<file path="src/rtl/resp_bmf_pkg.sv">
package resp_bmf_pkg;

  // Default build parameters
  localparam int unsigned HEADER_BYTES_DEF = 4;
  localparam int unsigned COUNT_WIDTH_DEF  = 32;

  // Field widths
  localparam int unsigned NUM_W      = 25;
  localparam int unsigned MAX_LEN_W  = 24;
  localparam int unsigned MAX_ARGS_W = 16;
  localparam int unsigned LEN_W      = 32;
  localparam int unsigned HDR_W      = 5;
  localparam int unsigned APB_ADDR_W = 3;
  localparam int unsigned APB_DATA_W = 32;

  // Bytes of the big-endian length field of a binary message
  localparam int unsigned LEN_FIELD_BYTES = 4;
  // Shortest RESP buffer that may give a verdict of ok
  localparam int unsigned RESP_MIN_BYTES  = 4;
  localparam int unsigned DEC_BASE        = 10;

  localparam logic [NUM_W-1:0]      NUM_SAT       = 25'h1FFFFFF;
  localparam logic [MAX_LEN_W-1:0]  MAX_LEN_RST   = 24'd1048576;
  localparam logic [MAX_ARGS_W-1:0] MAX_ARGS_RST  = 16'd256;

  // Characters of the RESP grammar
  localparam logic [7:0] CH_STAR   = 8'h2A;
  localparam logic [7:0] CH_CR     = 8'h0D;
  localparam logic [7:0] CH_LF     = 8'h0A;
  localparam logic [7:0] CH_MINUS  = 8'h2D;
  localparam logic [7:0] CH_DOLLAR = 8'h24;
  localparam logic [7:0] CH_ZERO   = 8'h30;
  localparam logic [7:0] CH_NINE   = 8'h39;

  // Verdict codes
  localparam logic [1:0] ST_OK         = 2'd0;
  localparam logic [1:0] ST_INCOMPLETE = 2'd1;
  localparam logic [1:0] ST_TOO_BIG    = 2'd2;

  localparam logic KIND_RESP   = 1'b0;
  localparam logic KIND_BINARY = 1'b1;

  // Register index, taken from paddr[2]
  localparam logic REG_MAX_LEN  = 1'b0;
  localparam logic REG_MAX_ARGS = 1'b1;

  // Packed result layout on the master tdata
  localparam int unsigned OUT_ST_LSB    = 0;
  localparam int unsigned OUT_HDR_LSB   = 2;
  localparam int unsigned OUT_PAY_LSB   = 7;
  localparam int unsigned OUT_TOT_LSB   = 39;
  localparam int unsigned OUT_TDATA_W   = 72;

  typedef enum logic [11:0] {
    P_FIRST      = 12'b0000_0000_0001,
    P_CNT_START  = 12'b0000_0000_0010,
    P_CNT_DIGITS = 12'b0000_0000_0100,
    P_CNT_LF     = 12'b0000_0000_1000,
    P_ARG_DOLLAR = 12'b0000_0001_0000,
    P_LEN_START  = 12'b0000_0010_0000,
    P_LEN_DIGITS = 12'b0000_0100_0000,
    P_LEN_LF     = 12'b0000_1000_0000,
    P_DATA       = 12'b0001_0000_0000,
    P_TAIL_CR    = 12'b0010_0000_0000,
    P_TAIL_LF    = 12'b0100_0000_0000,
    P_BIN        = 12'b1000_0000_0000
  } phase_e;

  typedef enum logic [2:0] {
    OC_RUNNING = 3'b001,
    OC_DONE    = 3'b010,
    OC_FAILED  = 3'b100
  } outcome_e;

  typedef struct packed {
    logic [MAX_LEN_W-1:0]  max_message_len;
    logic [MAX_ARGS_W-1:0] max_args;
  } cfg_t;

  typedef struct packed {
    logic [1:0]       status;
    logic             kind;
    logic [HDR_W-1:0] hdr_bytes;
    logic [LEN_W-1:0] body_bytes;
    logic [LEN_W-1:0] frame_bytes;
  } result_t;

  // Verdict request from the scanner to the output stage
  typedef struct packed {
    logic    valid;
    result_t data;
  } result_req_t;

endpackage

</file>
<file path="src/rtl/resp_bmf_cfg.sv">
module resp_bmf_cfg (
  input  logic                                 clk_i,
  input  logic                                 rst_ni,
  input  logic                                 psel,
  input  logic                                 penable,
  input  logic                                 pwrite,
  input  logic [resp_bmf_pkg::APB_ADDR_W-1:0]  paddr,
  input  logic [resp_bmf_pkg::APB_DATA_W-1:0]  pwdata,
  output logic [resp_bmf_pkg::APB_DATA_W-1:0]  prdata,
  output logic                                 pready,
  output resp_bmf_pkg::cfg_t                   cfg_o
);
  import resp_bmf_pkg::*;

  logic [MAX_LEN_W-1:0]  max_len_q;
  logic [MAX_ARGS_W-1:0] max_args_q;
  logic                  wr_en;
  logic                  reg_idx;

  assign pready  = 1'b1;
  assign wr_en   = psel && penable && pwrite;
  assign reg_idx = paddr[2];

  // Write the addressed register on the access cycle
  always_ff @(posedge clk_i or negedge rst_ni) begin
    if (!rst_ni) begin
      max_len_q  <= MAX_LEN_RST;
      max_args_q <= MAX_ARGS_RST;
    end else if (wr_en) begin
      case (reg_idx)
        REG_MAX_LEN:  max_len_q  <= pwdata[MAX_LEN_W-1:0];
        REG_MAX_ARGS: max_args_q <= pwdata[MAX_ARGS_W-1:0];
        default: ;
      endcase
    end
  end

  // Read back
  always_comb begin
    case (reg_idx)
      REG_MAX_LEN:  prdata = APB_DATA_W'(max_len_q);
      REG_MAX_ARGS: prdata = APB_DATA_W'(max_args_q);
      default:      prdata = '0;
    endcase
  end

  assign cfg_o.max_message_len = max_len_q;
  assign cfg_o.max_args        = max_args_q;

endmodule

</file>
<file path="src/rtl/resp_bmf_scan.sv">
module resp_bmf_scan #(
  parameter int unsigned HEADER_BYTES = resp_bmf_pkg::HEADER_BYTES_DEF,
  parameter int unsigned COUNT_WIDTH  = resp_bmf_pkg::COUNT_WIDTH_DEF
) (
  input  logic                      clk_i,
  input  logic                      rst_ni,
  input  logic                      in_valid_i,
  output logic                      in_ready_o,
  input  logic [7:0]                in_byte_i,
  input  logic                      in_last_i,
  input  resp_bmf_pkg::cfg_t        cfg_i,
  output resp_bmf_pkg::result_req_t res_o,
  input  logic                      res_ready_i
);
  import resp_bmf_pkg::*;

  localparam logic [COUNT_WIDTH-1:0] BC_MAX = {COUNT_WIDTH{1'b1}};

  // Input register
  logic       in_valid_q;
  logic [7:0] in_byte_q;
  logic       in_last_q;
  logic       advance;

  // Scanner state
  phase_e                 phase_q, phase_d;
  outcome_e               outcome_q, outcome_d;
  logic [COUNT_WIDTH-1:0] bc_q, bc_d;
  logic [COUNT_WIDTH-1:0] total_q, total_d;
  logic [NUM_W-1:0]       nv_q, nv_d;
  logic                   neg_q, neg_d;
  logic [MAX_ARGS_W-1:0]  args_q, args_d;
  logic [MAX_LEN_W-1:0]   dl_q, dl_d;
  logic [LEN_W-1:0]       bl_q, bl_d;
  logic                   kind_q, kind_d;

  // Number line helpers
  logic              num_start;
  logic              is_digit;
  logic [3:0]        digit;
  logic [NUM_W+3:0]  nv_prod;
  logic [NUM_W-1:0]  nv_acc;
  logic              nv_bad_sign;
  logic [MAX_LEN_W-1:0]  dl_m1;
  logic [MAX_ARGS_W-1:0] args_m1;

  // Verdict
  logic [LEN_W-1:0] bc_ext;
  logic [LEN_W-1:0] bin_total;
  result_t          verdict;

  // A byte without a verdict never waits on the output side
  assign advance    = in_valid_q && (!in_last_q || res_ready_i);
  assign in_ready_o = !in_valid_q || advance;

  // Hold the accepted request
  always_ff @(posedge clk_i or negedge rst_ni) begin
    if (!rst_ni) begin
      in_valid_q <= 1'b0;
    end else if (in_valid_i && in_ready_o) begin
      in_valid_q <= 1'b1;
    end else if (advance) begin
      in_valid_q <= 1'b0;
    end
  end

  always_ff @(posedge clk_i) begin
    if (in_valid_i && in_ready_o) begin
      in_byte_q <= in_byte_i;
      in_last_q <= in_last_i;
    end
  end

  // Decimal accumulate with saturation
  assign num_start   = (phase_q == P_CNT_START) || (phase_q == P_LEN_START);
  assign is_digit    = (in_byte_q >= CH_ZERO) && (in_byte_q <= CH_NINE);
  assign digit       = 4'(in_byte_q - CH_ZERO);
  assign nv_prod     = (NUM_W+4)'(nv_q) * (NUM_W+4)'(DEC_BASE) + (NUM_W+4)'(digit);
  assign nv_acc      = (nv_prod > (NUM_W+4)'(NUM_SAT)) ? NUM_SAT : nv_prod[NUM_W-1:0];
  assign nv_bad_sign = neg_q && (nv_q != '0);
  assign dl_m1       = dl_q - 1'b1;
  assign args_m1     = args_q - 1'b1;

  // Next state for the byte in the input register
  always_comb begin
    phase_d   = phase_q;
    outcome_d = outcome_q;
    total_d   = total_q;
    nv_d      = nv_q;
    neg_d     = neg_q;
    args_d    = args_q;
    dl_d      = dl_q;
    bl_d      = bl_q;
    kind_d    = kind_q;
    bc_d      = (bc_q != BC_MAX) ? bc_q + 1'b1 : bc_q;

    case (phase_q)
      P_FIRST: begin
        if (in_byte_q == CH_STAR) begin
          kind_d  = KIND_RESP;
          nv_d    = '0;
          neg_d   = 1'b0;
          phase_d = P_CNT_START;
        end else begin
          kind_d  = KIND_BINARY;
          bl_d    = LEN_W'(in_byte_q);
          phase_d = P_BIN;
        end
      end
      P_BIN: begin
        if (bc_q < COUNT_WIDTH'(LEN_FIELD_BYTES)) begin
          bl_d = {bl_q[LEN_W-9:0], in_byte_q};
        end
      end
      default: begin
        if (outcome_q == OC_RUNNING) begin
          case (phase_q)
            P_CNT_START, P_CNT_DIGITS: begin
              if (num_start && in_byte_q == CH_MINUS) begin
                neg_d   = 1'b1;
                phase_d = P_CNT_DIGITS;
              end else if (in_byte_q == CH_CR) begin
                phase_d = P_CNT_LF;
              end else if (is_digit) begin
                nv_d    = nv_acc;
                phase_d = P_CNT_DIGITS;
              end else begin
                outcome_d = OC_FAILED;
              end
            end
            P_CNT_LF: begin
              if (in_byte_q != CH_LF || nv_bad_sign ||
                  nv_q > NUM_W'(cfg_i.max_args)) begin
                outcome_d = OC_FAILED;
              end else if (nv_q == '0) begin
                outcome_d = OC_DONE;
                total_d   = bc_d;
              end else begin
                args_d  = nv_q[MAX_ARGS_W-1:0];
                phase_d = P_ARG_DOLLAR;
              end
            end
            P_ARG_DOLLAR: begin
              if (in_byte_q == CH_DOLLAR) begin
                nv_d    = '0;
                neg_d   = 1'b0;
                phase_d = P_LEN_START;
              end else begin
                outcome_d = OC_FAILED;
              end
            end
            P_LEN_START, P_LEN_DIGITS: begin
              if (num_start && in_byte_q == CH_MINUS) begin
                neg_d   = 1'b1;
                phase_d = P_LEN_DIGITS;
              end else if (in_byte_q == CH_CR) begin
                phase_d = P_LEN_LF;
              end else if (is_digit) begin
                nv_d    = nv_acc;
                phase_d = P_LEN_DIGITS;
              end else begin
                outcome_d = OC_FAILED;
              end
            end
            P_LEN_LF: begin
              if (in_byte_q != CH_LF || nv_bad_sign ||
                  nv_q > NUM_W'(cfg_i.max_message_len)) begin
                outcome_d = OC_FAILED;
              end else begin
                dl_d    = nv_q[MAX_LEN_W-1:0];
                phase_d = (nv_q != '0) ? P_DATA : P_TAIL_CR;
              end
            end
            P_DATA: begin
              dl_d = dl_m1;
              if (dl_m1 == '0) begin
                phase_d = P_TAIL_CR;
              end
            end
            P_TAIL_CR: begin
              if (in_byte_q == CH_CR) begin
                phase_d = P_TAIL_LF;
              end else begin
                outcome_d = OC_FAILED;
              end
            end
            P_TAIL_LF: begin
              if (in_byte_q != CH_LF) begin
                outcome_d = OC_FAILED;
              end else begin
                args_d = args_m1;
                if (args_m1 == '0) begin
                  outcome_d = OC_DONE;
                  total_d   = bc_d;
                end else begin
                  phase_d = P_ARG_DOLLAR;
                end
              end
            end
            default: outcome_d = OC_FAILED;
          endcase
        end
      end
    endcase
  end

  // Verdict from the updated state
  assign bc_ext    = LEN_W'(bc_d);
  assign bin_total = LEN_W'(HEADER_BYTES) + bl_d;

  always_comb begin
    verdict.status      = ST_INCOMPLETE;
    verdict.kind        = kind_d;
    verdict.hdr_bytes   = '0;
    verdict.body_bytes  = '0;
    verdict.frame_bytes = '0;
    if (kind_d == KIND_RESP) begin
      if (outcome_d == OC_DONE && bc_ext >= LEN_W'(RESP_MIN_BYTES)) begin
        verdict.status      = ST_OK;
        verdict.body_bytes  = LEN_W'(total_d);
        verdict.frame_bytes = LEN_W'(total_d);
      end
    end else if (bc_ext >= LEN_W'(HEADER_BYTES)) begin
      if (bl_d > LEN_W'(cfg_i.max_message_len)) begin
        verdict.status = ST_TOO_BIG;
      end else begin
        verdict.status      = (bc_ext < bin_total) ? ST_INCOMPLETE : ST_OK;
        verdict.hdr_bytes   = HDR_W'(HEADER_BYTES);
        verdict.body_bytes  = bl_d;
        verdict.frame_bytes = bin_total;
      end
    end
  end

  assign res_o.valid = advance && in_last_q;
  assign res_o.data  = verdict;

  // Advance the state; clear it after the last byte of a buffer
  always_ff @(posedge clk_i or negedge rst_ni) begin
    if (!rst_ni) begin
      phase_q   <= P_FIRST;
      outcome_q <= OC_RUNNING;
      bc_q      <= '0;
      total_q   <= '0;
      nv_q      <= '0;
      neg_q     <= 1'b0;
      args_q    <= '0;
      dl_q      <= '0;
      bl_q      <= '0;
      kind_q    <= KIND_RESP;
    end else if (advance) begin
      if (in_last_q) begin
        phase_q   <= P_FIRST;
        outcome_q <= OC_RUNNING;
        bc_q      <= '0;
        total_q   <= '0;
        nv_q      <= '0;
        neg_q     <= 1'b0;
        args_q    <= '0;
        dl_q      <= '0;
        bl_q      <= '0;
        kind_q    <= KIND_RESP;
      end else begin
        phase_q   <= phase_d;
        outcome_q <= outcome_d;
        bc_q      <= bc_d;
        total_q   <= total_d;
        nv_q      <= nv_d;
        neg_q     <= neg_d;
        args_q    <= args_d;
        dl_q      <= dl_d;
        bl_q      <= bl_d;
        kind_q    <= kind_d;
      end
    end
  end

endmodule

</file>
<file path="src/rtl/resp_bmf_out.sv">
module resp_bmf_out (
  input  logic                                  clk_i,
  input  logic                                  rst_ni,
  input  resp_bmf_pkg::result_req_t             res_i,
  output logic                                  res_ready_o,
  output logic                                  m_axis_tvalid,
  input  logic                                  m_axis_tready,
  output logic [resp_bmf_pkg::OUT_TDATA_W-1:0]  m_axis_tdata,
  output logic                                  m_axis_tuser
);
  import resp_bmf_pkg::*;

  logic    valid_q;
  result_t data_q;

  // Free slot, or the held result leaves this cycle
  assign res_ready_o = !valid_q || m_axis_tready;

  always_ff @(posedge clk_i or negedge rst_ni) begin
    if (!rst_ni) begin
      valid_q <= 1'b0;
    end else if (res_i.valid) begin
      valid_q <= 1'b1;
    end else if (m_axis_tready) begin
      valid_q <= 1'b0;
    end
  end

  // Hold the result until it is taken
  always_ff @(posedge clk_i) begin
    if (res_i.valid) begin
      data_q <= res_i.data;
    end
  end

  assign m_axis_tvalid = valid_q;
  assign m_axis_tuser  = data_q.kind;
  assign m_axis_tdata  = {(OUT_TDATA_W - OUT_TOT_LSB - LEN_W)'(0),
                          data_q.frame_bytes, data_q.body_bytes,
                          data_q.hdr_bytes, data_q.status};

endmodule

</file>
<file path="src/rtl/resp_binary_message_framer.sv">
// Channel   | Direction | Payload
// ----------+-----------+------------------------------------------------------
// s_axis    | in        | tdata[7:0] data_byte; tlast end_of_buffer
// m_axis    | out       | tdata status, hdr_bytes, body_bytes, frame_bytes;
//           |           | tuser kind
// APB       | in        | 0x0 max_message_len, 0x4 max_args
//
// One byte is accepted every cycle while no byte marked last waits on a full output register;
// the byte is held in an input register and scanned in the next cycle, and the verdict
// is held in the output register while it is offered on m_axis.
// The scan of one byte (decimal accumulate, limit compares) sets the clock period.
// rst_ni clears the scanner, both channel registers and the limits to their defaults.
// Only a byte marked last waits for the output register; other bytes flow through
// while a verdict is stalled on m_axis.
module resp_binary_message_framer #(
  parameter int unsigned HEADER_BYTES = resp_bmf_pkg::HEADER_BYTES_DEF,
  parameter int unsigned COUNT_WIDTH  = resp_bmf_pkg::COUNT_WIDTH_DEF
) (
  input  logic                                  clk_i,
  input  logic                                  rst_ni,
  // data_byte [7:0]
  input  logic [7:0]                            s_axis_tdata,
  input  logic                                  s_axis_tlast,
  input  logic                                  s_axis_tvalid,
  output logic                                  s_axis_tready,
  // status [1:0], hdr_bytes [6:2], body_bytes [38:7], frame_bytes [70:39], zero [71]
  output logic [resp_bmf_pkg::OUT_TDATA_W-1:0]  m_axis_tdata,
  // kind [0]
  output logic                                  m_axis_tuser,
  output logic                                  m_axis_tvalid,
  input  logic                                  m_axis_tready,
  input  logic                                  psel,
  input  logic                                  penable,
  input  logic                                  pwrite,
  input  logic [resp_bmf_pkg::APB_ADDR_W-1:0]   paddr,
  input  logic [resp_bmf_pkg::APB_DATA_W-1:0]   pwdata,
  output logic [resp_bmf_pkg::APB_DATA_W-1:0]   prdata,
  output logic                                  pready
);
  import resp_bmf_pkg::*;

  cfg_t        cfg;
  result_req_t res_req;
  logic        res_ready;

  resp_bmf_cfg u_cfg (
    .clk_i   (clk_i),
    .rst_ni  (rst_ni),
    .psel    (psel),
    .penable (penable),
    .pwrite  (pwrite),
    .paddr   (paddr),
    .pwdata  (pwdata),
    .prdata  (prdata),
    .pready  (pready),
    .cfg_o   (cfg)
  );

  resp_bmf_scan #(
    .HEADER_BYTES (HEADER_BYTES),
    .COUNT_WIDTH  (COUNT_WIDTH)
  ) u_scan (
    .clk_i       (clk_i),
    .rst_ni      (rst_ni),
    .in_valid_i  (s_axis_tvalid),
    .in_ready_o  (s_axis_tready),
    .in_byte_i   (s_axis_tdata),
    .in_last_i   (s_axis_tlast),
    .cfg_i       (cfg),
    .res_o       (res_req),
    .res_ready_i (res_ready)
  );

  resp_bmf_out u_out (
    .clk_i         (clk_i),
    .rst_ni        (rst_ni),
    .res_i         (res_req),
    .res_ready_o   (res_ready),
    .m_axis_tvalid (m_axis_tvalid),
    .m_axis_tready (m_axis_tready),
    .m_axis_tdata  (m_axis_tdata),
    .m_axis_tuser  (m_axis_tuser)
  );

endmodule

</file>
<file path="config.mk">
export PLATFORM = sky130hd
export DESIGN_NAME = resp_binary_message_framer
export DESIGN_NICKNAME = d
export VERILOG_FILES = /design/src/rtl/resp_bmf_pkg.sv /design/src/rtl/resp_bmf_cfg.sv /design/src/rtl/resp_bmf_scan.sv /design/src/rtl/resp_bmf_out.sv /design/src/rtl/resp_binary_message_framer.sv
export SDC_FILE = /design/constraint.sdc
export NUM_CORES = 1
export LEC_CHECK = 0
export BUFFER_PORTS_ARGS = -buffer_cell sky130_fd_sc_hd__buf_2
export CAP_MARGIN = 25
export CORE_AREA = 2 2 223 225
export DETAILED_ROUTE_END_ITERATION = 8
export DIE_AREA = 0 0 225 227
export HOLD_SLACK_MARGIN = 0.1
export MAX_ROUTING_LAYER = met4
export SYNTH_ARGS = -nofsm -noshare
export SYNTH_HDL_FRONTEND = slang
export SYNTH_HIERARCHICAL = 1
export SYNTH_SLANG_ARGS = --single-unit
</file>
<file path="constraint.sdc">
create_clock -name clk_i -period 13.96 [get_ports clk_i]
set_clock_uncertainty 0.15 [all_clocks]
set_input_delay 0 -clock clk_i [delete_from_list [all_inputs] [get_ports clk_i]]
set_output_delay 0 -clock clk_i [all_outputs]
set_load 0.005 [all_outputs]
</file>
Word-level counts from Yosys, hierarchy flattened
Cells that the tools add are included.
{ "classes": {"add_sub_neg": 6, "mul": 1, "order_cmp": 9, "eq_ne": 41, "mux": 94, "n_bitwise": 1, "reduce_logical": 43} }
{ "ops": {"columns": ["cell", "count"], "rows": [
  ["$mux 32", 12],
  ["$mux 12", 17],
  ["$mux 25", 8],
  ["$mux 64", 3],
  ["$pmux 32 s2", 3],
  ["$pmux 25 s2", 2],
  ["$mux 16", 6],
  ["$mux 24", 4],
  ["$pmux 12 s8", 1],
  ["$mux 67", 1],
  ["$pmux 24 s2", 1],
  ["$mux 3", 13],
  ["$add 3x32->32 const A", 1],
  ["$add 32x1->32 const B", 1],
  ["$ge 32x3->1 const B", 1],
  ["$gt 32x24->1", 1],
  ["$lt 32x3->1 const B", 1],
  ["$lt 32x32->1", 1],
  ["$ne 32x32->1 const B", 1],
  ["$pmux 16 s2", 1],
  ["$add 29x4->29", 1],
  ["$gt 29x25->1 const B", 1],
  ["$mul 25x3->28 const B", 1],
  ["$ne 4x3->1 const B", 7],
  ["54 further kinds", 106]
]} }
{ "totals": {"reg_bits": 299, "inputBits": 51, "output_inout_bits": 108, "elab_cells": 216} }

Longest topological paths before layout
Gate-level depths: netlist (run 1).
{ "depth": {"depth_word": 12, "ltp_mapped": 23, "depth_no_buf": 22} }

Modules after synthesis
The synthesis (run 1) kept the hierarchy.
{ "modules_own_cells": {"columns": ["module", "instances", "cells_per_inst", "area_each_um2"], "rows": [
  ["resp_bmf_scan", 1, 2186, 17565.6],
  ["resp_bmf_out", 1, 77, 2220.9],
  ["resp_bmf_cfg", 1, 123, 1934.4]
]} }

Worst setup path before layout (run 1)
No wires, ideal clock.
{ "synth_timing": {"path_kind": "register to register", "startpoint": "register u_scan.phase_q[0]", "endpoint": "register u_out.data_q (netlist bit u_out/m_axis_tdata[0]), data pin", "t_arrival_ns": 4.657, "required_ns": 13.540, "slack_ns": 8.884, "path_stages_with_launch": 22, "n_path_buf": 1, "period_less_slack_ns": 5.076, "path_cell_list": "dfstp_2 > buf_2 > or4b_1 > or3_4 > o32ai_4 > mux2_2 > ha_1 > nand3_1 > mux2i_1 > nand4_1 > nor4b_2 > nand2_1 > xnor2_1 > ha_1 > nand4_1 > nor2_1 > nand3_1 > o21bai_1 > nand3_1 > a21oi_1 > o311ai_0 > a21boi_0"} }
{ "synth_lines": {"columns": ["element", "line_no", "rtl"], "rows": [
  ["from (decl)", "resp_bmf_scan.sv:26", "phase_e phase_q, phase_d;"],
  ["from (signal assigned)", "resp_bmf_scan.sv:264", "phase_q <= phase_d;"],
  ["to (signal assigned)", "resp_bmf_out.sv:32", "data_q <= res_i.data;"],
  ["to (decl)", "resp_bmf_out.sv:14", "result_t data_q;"]
]} }

==> results.tsv, run 1 <==
stage	metric	value	unit
clock_network	cts_tree	done	
sta	rsz0062_at_grt	no	
grt	grt_max_degree	81	
synthesis	synthSimpleGateAreaFrac	20.1	%
clock_network	cts_hold_buf	85	
floorplan	dieWidth	225	µm
synthesis	synth_area_per_cell	9.10	µm²
synthesis	synth_area_leaders	dfrtp_1 (25%), edfxtp_1 (11%), ha_1 (8.6%), o21ai_0 (3.8%), nand2_1 (3.3%)	
synthesis	synth_xor_area_share	4.07	%
synthesis	synthCells	2386	
cells_and_area	nets	2744	
cells_and_area	drive_gt1_share	13.4	%
critical_path	path_buf_inv	1	
grt	grt_overflow	0	
critical_path	critPathCaptureType	flip-flop	
grt	grt_antenna_before_repair	1	
place	placed_cell_area	0.0228	mm²
cells_and_area	final_area	0.0249	mm²
critical_path	worstSetupStartpointType	flip-flop	
sta	max_freq	151	MHz
sta	fin_crit_sh	47.5	%
sta	setup_viol	0	
pwr	power.leakage	10.9	nW
drt	drc	0	
drt	dr.pass1.iters	5	
pwr	pwr_density_cell	111	mW/mm²
synthesis	synthDistinctLibCells	97	
run_status	status	finished, final reports clean	
clock_network	cts-root-buf	clkbuf_16	
synthesis	muxShareOfSynthArea	5.67	%
critical_path	crit_family	simple AND/OR/NAND/NOR gates	
sta	slew_headroom	26.7	%
cells_and_area	area_growth	14.7	%
drt	drtIter0Drc	1636	
drt	postRouteAntennaNets	0	
clock_network	clockBufferDepth	3	
synthesis	synthArstFlopShare	73.1	%
floorplan	fp-row-count	81	
drt	wire_per_inst	22.3	µm
clock_network	cts_buffers	36	
min_path	hold_path_class	in2reg	
sta	worst_slew_pin_slew	1090	ps
grt	grt_pass1_wl	111	mm
critical_path	critPathSlowestCell	or4_1	
critical_path	worstPathArrival	6830	ps
clock_network	cts.sinks	301	
critical_path	worst-endpoint-required	14170	ps
drt	vias	19800	
place	place_congestion	0.948	
synthesis	synth_area_leader_cell	dfrtp_1	
grt	grt_usage	28.6	%
clock_network	postCtsSetupBuffers	0	
synthesis	synth-seq-area-share	36.6	%
synthesis	synth_fa_ha_area_share	8.82	%
grt	grt_pass1_vias	19100	
place	portBuffers	138	
clock_network	clkTransAtPathRegs	60	ps
synthesis	synth_top_family_by_area	simple AND/OR/NAND/NOR gates	
clock_network	ctsHtreeMaxLevel	2	
synthesis	ys_ff_latch	301	
floorplan	initial_utilization	44.7	%
critical_path	cp_common_cell	a21o_1	
sta	finalCriticalPeriod	6620	ps
place	hpwlAfterDp	51.2	mm
critical_path	worstSetupPathType	reg2reg	
floorplan	core	0.0485	mm²
critical_path	crit_chain	nor4_1 -> and4_1 -> and3_1 -> buf_4 -> mux2i_1 -> or4_1 -> nor4_4 -> xor2_1 -> ha_1 -> a21o_1 -> a21o_1 -> a21o_1 -> a211o_1 -> o2111ai_1 -> nand3_1 -> a21oi_1 -> o311ai_0 -> a21boi_0	
sta	setup_tns	0	ps
pwr	peakVddDrop	0.0000775	V
floorplan	io_pins	159	
critical_path	max_stage_delay	790	ps
critical_path	worst-path-max-fanout	49	
clock_network	clk_latency	580	ps
clock_network	cts_resized	0	
drt	via_per_inst	6.20	
sta	hold_violations	0	
floorplan	die_h	227	µm
drt	wl	71.1	mm
synthesis	synth_compound_area_share	19.5	%
synthesis	synth_area	0.0217	mm²
sta	drv_slew	0	
flow_run	drv_cap	0	
synthesis	yosys_warnings	6	
floorplan	dieArea	0.0511	mm²
synthesis	synth_ff_type	dfrtp_1	
synthesis	synth-edff-count	81	
synthesis	synthDominantCellAreaShare	24.9	%
==> flip-flops by register name, indices dropped and copies added, names as in the netlist <==
name / flops
u_scan/in_byte_q: 8
u_cfg/max_args_q: 16
u_scan/args_q: 16
u_scan/in_valid_q: 1
u_scan/total_q: 32
u_out/m_axis_tdata: 71
u_out/m_axis_tvalid: 1
u_scan/neg_q: 1
u_scan/bc_q: 32
u_scan/outcome_q: 3
u_scan/nv_q: 25
u_scan/dl_q: 24
u_scan/bl_q: 32
u_scan/kind_q: 1
u_cfg/max_len_q: 24
u_out/m_axis_tuser: 1
u_scan/phase_q: 12
u_scan/in_last_q: 1
==> tightest hold or removal path, cell delays in order <==
cell and delay (ps):
buf_2 130, nand4b_4 430, mux2_4 240
==> layout by cell type, fill, tap and decap left out, types with 55 or more instances in the layout <==
master	count
dlygate4sd3_1	84
o21ai_0	164
buf_2	137
ha_1	150
nor4_1	57
edfxtp_1	81
dfrtp_1	216
nand2_1	189
nand4_1	59
nor2_1	159
nor3_1	73
a21oi_1	134
o22ai_1	61
nand3_1	55
xnor2_1	74
inv_1	107
==> stage by stage <==
stage	worst slack (ps)	hold WS (ps)	util [%]	power [mW]	cells
2_1_floorplan	8880	-446	-	1.53	2396
3_3_place_gp	6710	-90.6	47.0	1.77	3035
3_5_place_dp	6660	-83.6	47.0	1.78	3037
4_1_cts	6620	102	51.2	2.76	3187
5_1_grt	6900	132	51.3	2.90	3191
6_report	7340	115	51.3	2.77	3191
==> cells in the mapped netlist, drive strengths merged (7+ instances only) <==
| master | n |
|---|---|
| a211oi | 20 |
| a21o | 33 |
| a21oi | 134 |
| a221o | 26 |
| a22o | 47 |
| a31oi | 13 |
| and2 | 22 |
| and3 | 17 |
| and4 | 16 |
| buf | 49 |
| clkbuf | 103 |
| dfrtp | 216 |
| edfxtp | 81 |
| ha | 150 |
| inv | 108 |
| mux2 | 61 |
| mux2i | 47 |
| nand2 | 190 |
| nand2b | 14 |
| nand3 | 57 |
| nand3b | 12 |
| nand4 | 60 |
| nand4b | 7 |
| nor2 | 159 |
| nor2b | 34 |
| nor3 | 74 |
| nor3b | 9 |
| nor4 | 63 |
| nor4b | 12 |
| o211ai | 12 |
| o21a | 21 |
| o21ai | 170 |
| o22ai | 61 |
| o31ai | 17 |
| or2 | 16 |
| or3 | 22 |
| or4 | 19 |
| xnor2 | 74 |
| xor2 | 27 |
==> final timing paths <==
check | slack, ps | cells after the start | start | end
worst max-delay path | 7340 | 18 | u_scan/bc_q[24]$_DFFE_PN0P_ | u_out/m_axis_tdata[0]$_DFFE_PP_
worst min-delay path | 110 | 3 | penable | u_cfg/max_len_q[1]$_DFFE_PN0P_
worst max register to register | 7340 | 18 | u_scan/bc_q[24]$_DFFE_PN0P_ | u_out/m_axis_tdata[0]$_DFFE_PP_
worst min register to register | 330 | 2 | u_scan/total_q[12]$_DFFE_PN0P_ | u_scan/total_q[12]$_DFFE_PN0P_
max in group asynchronous | 11730 | 6 | rst_ni | u_scan/args_q[6]$_DFFE_PN0P_
min in group asynchronous | 410 | 3 | rst_ni | u_scan/phase_q[0]$_DFFE_PN1P_
==> cells by family after synthesis <==
kind of cell             count (synthesis)
buffers and inverters                  261
AND/OR/NAND/NOR                        816
XOR/XNOR                               101
AO/OA/AOI/OAI                          643
multiplexers                           108
adder cells (fa/ha/maj)                152
flip-flops                             301
other                                    4
==> report_power, final <==
part,leakage (nW),switching (mW),total (mW),internal (mW)
logic,6.52,0.460,0.761,0.302
clock network,0.581,0.407,0.951,0.544
registers,3.75,0.0774,1.06,0.984
==> final cells by class <==
type                       instances  area, µm²
timing repair buffer             259       1880
fill                            4466      23600
clock inverter                    18        174
multi-input combinational       1834      12700
inverter                         109        410
antenna                            1       2.50
tap                              622        778
clock buffer                      47        992
sequential                       301       7940
==> routing by layer <==
metal / GRT usage, % / up-vias / part of all wire (%)
li1: - / 9235 / -
met4: 10.1 / 0 / 3.7
met3: 3.94 / 153 / 5.3
met1: 36.7 / 9701 / 44
met5: - / - / 0
met2: 46.6 / 707 / 47
No activity file was read; power rests on OpenSTA's default activity.
==> run 2, diff against run 1 <==
- ABC_AREA: default -> 1
- CORE_AREA: 2 2 223 225 -> 2 2 230 232
- DIE_AREA: 0 0 225 227 -> 0 0 232 234
- clock period: 13.96 -> 5.6 ns (I/O delays scaled with it)
==> run 2 against run 1 <==
Synthesized area up 6.5%. Critical endpoint unchanged. Final cell count rose by 31%. Routed wire length rose by 11%. Highest routed layer unchanged. Critical path type unchanged. Total power grew to 2.6 times the previous value. Count of clock-buffer cells in the layout up 7. Clock power rose to 2.8 times the previous value. Hold slack better by 8.1 ps. Largest cell class unchanged.
==> results.tsv, run 2 <==
stage	metric	value	unit	change
cells_and_area	drive_gt1_share	10.0	%	-3.4 points
cells_and_area	seqCellArea	0.00794	mm²	unchanged
sta	rsz0062_at_grt	no		
grt	grt_util_met2	47.8	%	+1.2 points
place	hpwlAfterDp	57.2	mm	+12%
synthesis	synthDistinctLibCells	69		-29%
clock_network	clk_latency	580	ps	about the same
synthesis	synthDominantCellAreaShare	23.4	%	-1.5 points
run_status	status	finished, final reports clean		
sta	drv_slew	0		unchanged
critical_path	worstSetupStartpointType	flip-flop		
min_path	hold_path_class	in2reg		
sta	hold_violations	0		unchanged
floorplan	dieWidth	232	µm	+3.1%
critical_path	r2r-end	u_out/m_axis_tdata[0]$_DFFE_PP_		
synthesis	yosys_warnings	6		unchanged
sta	finalCriticalPeriod	4900	ps	-1720 ps
drt	postRouteAntennaNets	0		unchanged
synthesis	synth-seq-area-share	34.3	%	-2.2 points
grt	grt_antenna_before_repair	0		-1
min_path	min_path_cells	4		+1
grt	grt_overflow	0		unchanged
synthesis	yosysMostFrequentCell	nand2_1		
floorplan	io_pins	159		unchanged
cells_and_area	nFillCells	5168		+16%
clock_network	cts-root-buf	clkbuf_16		
critical_path	path_buf_inv	1		unchanged
sta	fin_ws	699	ps	-6640 ps
min_path	holdCritStartpoint	pwdata[13]		
floorplan	die_h	234	µm	+3.1%
clock_network	ctsHtreeMaxLevel	2		unchanged
clock_network	cts_tree	done		
drt	dr.pass1.iters	6		+1
critical_path	regToRegStartpoint	u_scan/bc_q[17]$_DFFE_PN0P_		
drt	via_per_inst	5.45		-12%
critical_path	worstPathArrival	5030	ps	-1800 ps
critical_path	critPathSlowestCell	dfrtp_1		
clock_network	cts_buffers	39		+8.3%
drt	wl	78.9	mm	+11%
critical_path	crit_cells	27		+9
place	portBuffers	138		unchanged
floorplan	initial_utilization	44.5	%	-0.26 points
critical_path	worstSetupPathType	reg2reg		
sta	setup_tns	0	ps	unchanged
sta	slew_headroom	32.3	%	+5.6 points
grt	met1_usage	37.4	%	+0.78 points
sta	max_freq	204	MHz	+35%
pwr	power.leakage	13.4	nW	+23%
synthesis	synthArstFlopShare	73.1	%	unchanged
sta	worst_slew_pin_slew	1020	ps	-73.3 ps
synthesis	synth_area_leader_cell	dfrtp_1		
clock_network	clkTransAtPathRegs	60	ps	about the same
cells_and_area	mostFrequentLayoutCells	nand2_1 (972), inv_1 (402), nor2_1 (292)		
flow_run	drv_cap	0		unchanged
grt	grt_usage	29.8	%	+1.2 points
cells_and_area	area_growth	15.4	%	
cells_and_area	multi_input_area	0.0130	mm²	+2.2%
synthesis	synth_ff_type	dfrtp_1		
grt	grt.met3_usage	3.82	%	-0.12 points
cells_and_area	largest_reg_flops	71		unchanged
drt	wire_per_inst	18.8	µm	-16%
critical_path	critPathCaptureType	flip-flop		
synthesis	synthTopCellsByCount	nand2_1 (972), inv_1 (403), nor2_1 (294)		
synthesis	synth_area_leaders	dfrtp_1 (23%), nand2_1 (16%), edfxtp_1 (11%), ha_1 (8.1%), inv_1 (6.5%)		
critical_path	worst-path-max-fanout	36		-27%
sta	fin_crit_sh	87.5	%	+40 points
critical_path	cp_common_cell	nand2_1		
critical_path	worst-endpoint-required	5730	ps	-8440 ps
cells_and_area	layout_commonest_cell	nand2_1		
sta	setup_viol	0		unchanged
grt	grt-busiest-layer	met2		
min_path	min_to	u_cfg/max_len_q[13]$_DFFE_PN0P_		
clock_network	cts.sinks	301		unchanged
synthesis	synth_area	0.0231	mm²	+6.5%
synthesis	synthCells	3292		+38%
synthesis	synth_area_per_cell	7.03	µm²	-23%
place	pre_cts_slack	790	ps	-5870 ps
floorplan	fp-row-count	84		+3.7%
place	place_congestion	0.971		+2.5%
sta	holdWs	123	ps	+8.08 ps
synthesis	ys_ff_latch	301		unchanged
pwr	pwr_density_cell	270	mW/mm²	+140%
critical_path	crit_family	simple AND/OR/NAND/NOR gates		
floorplan	dieArea	0.0543	mm²	+6.3%
drt	vias	22900		+16%
critical_path	max_stage_delay	430	ps	-360 ps
cells_and_area	n_antenna_cell	0		-1
grt	grt_pass1_vias	22100		+15%
drt	drc	0		unchanged
drt	drtIter0Drc	1776		+8.6%
grt	grt_pass1_wl	122	mm	+10%
critical_path	ff2ff_path_depth	27		+9
critical_path	r2r_slack	700	ps	-6640 ps
grt	grt_max_degree	132		+63%
clock_network	clockBufferDepth	3		unchanged
cells_and_area	nets	3680		+34%
pwr	peakVddDrop	0.000219	V	+180%
floorplan	core	0.0520	mm²	+7.2%
synthesis	synth-edff-count	81		unchanged
run 2: cell families (layout without fill, tap and decap cells):
| logic type | count (synthesis) | in the layout | share of synthesized area [%] |
|---|---|---|---|
| AO/OA/AOI/OAI | 499 | 499 | 12.9 |
| XOR/XNOR | 85 | 85 | 3.28 |
| adder cells (fa/ha/maj) | 152 | 152 | 8.28 |
| buffers and inverters | 553 | 759 | 9.79 |
| flip-flops | 301 | 301 | 34.3 |
| other | 4 | 14 | 0.0649 |
| AND/OR/NAND/NOR | 1698 | 1698 | 31.4 |
run 2: worst max path at each step:
stage,start,endpoint,slack (ps)
final,u_scan/bc_q[17]$_DFFE_PN0P_,u_out/m_axis_tdata[0]$_DFFE_PP_,700
after global routing,u_scan/phase_q[0]$_DFFE_PN1P_,u_out/m_axis_tdata[0]$_DFFE_PP_,300
after CTS,u_scan/bc_q[17]$_DFFE_PN0P_,u_out/m_axis_tdata[0]$_DFFE_PP_,740
after detailed placement,u_scan/phase_q[0]$_DFFE_PN1P_,u_out/m_axis_tdata[0]$_DFFE_PP_,790
after global placement,u_scan/phase_q[0]$_DFFE_PN1P_,u_out/m_axis_tdata[18]$_DFFE_PP_,730
after floorplan,u_scan/phase_q[0]$_DFFE_PN1P_,u_out/m_axis_tdata[0]$_DFFE_PP_,1760
run 2: tightest hold or removal path, stage by stage:
cell	delay, ps
dlygate4sd3_1	520
buf_2	130
nand3_1	80
nand2_1	60
run 2: stage by stage:
| step | power (mW) | instance area [µm²] | cells | util [%] |
|---|---|---|---|---|
| after global routing | 7.60 | 26700 | 4196 | 51.3 |
| after detailed placement | 4.52 | 24400 | 4029 | 46.8 |
| after CTS | 7.25 | 26700 | 4193 | 51.2 |
| after global placement | 4.47 | 24300 | 4028 | 46.8 |
| final | 7.22 | 26700 | 4196 | 51.3 |
| after floorplan | 3.97 | 23200 | 3302 | - |
run 2: report_power, final:
group          internal (mW)  switching (mW)
combinational          0.616            1.40
clock                   1.62            1.03
sequential              2.42           0.132
run 2: area by class of cell:
type                       instances  share of cell area (%)
clock buffer                      54                    4.28
clock inverter                    18                   0.820
inverter                         426                    5.99
multi-input combinational       2448                    48.7
sequential                       301                    29.7
tap                              688                    3.22
timing repair buffer             261                    7.25
run 2: repair_timing:
action / in CTS / in global routing
hold endpoints to repair: 279 / 0
buffers inserted: 0 / 0
hold buffers: 92 / 0
gates resized for setup: 0 / 0
run 2: per-layer routing:
metal	vias up	part of all wire [%]
li1	11200	-
met5	-	0
met4	0	5.4
met3	173	5.7
met1	10800	43
met2	762	46
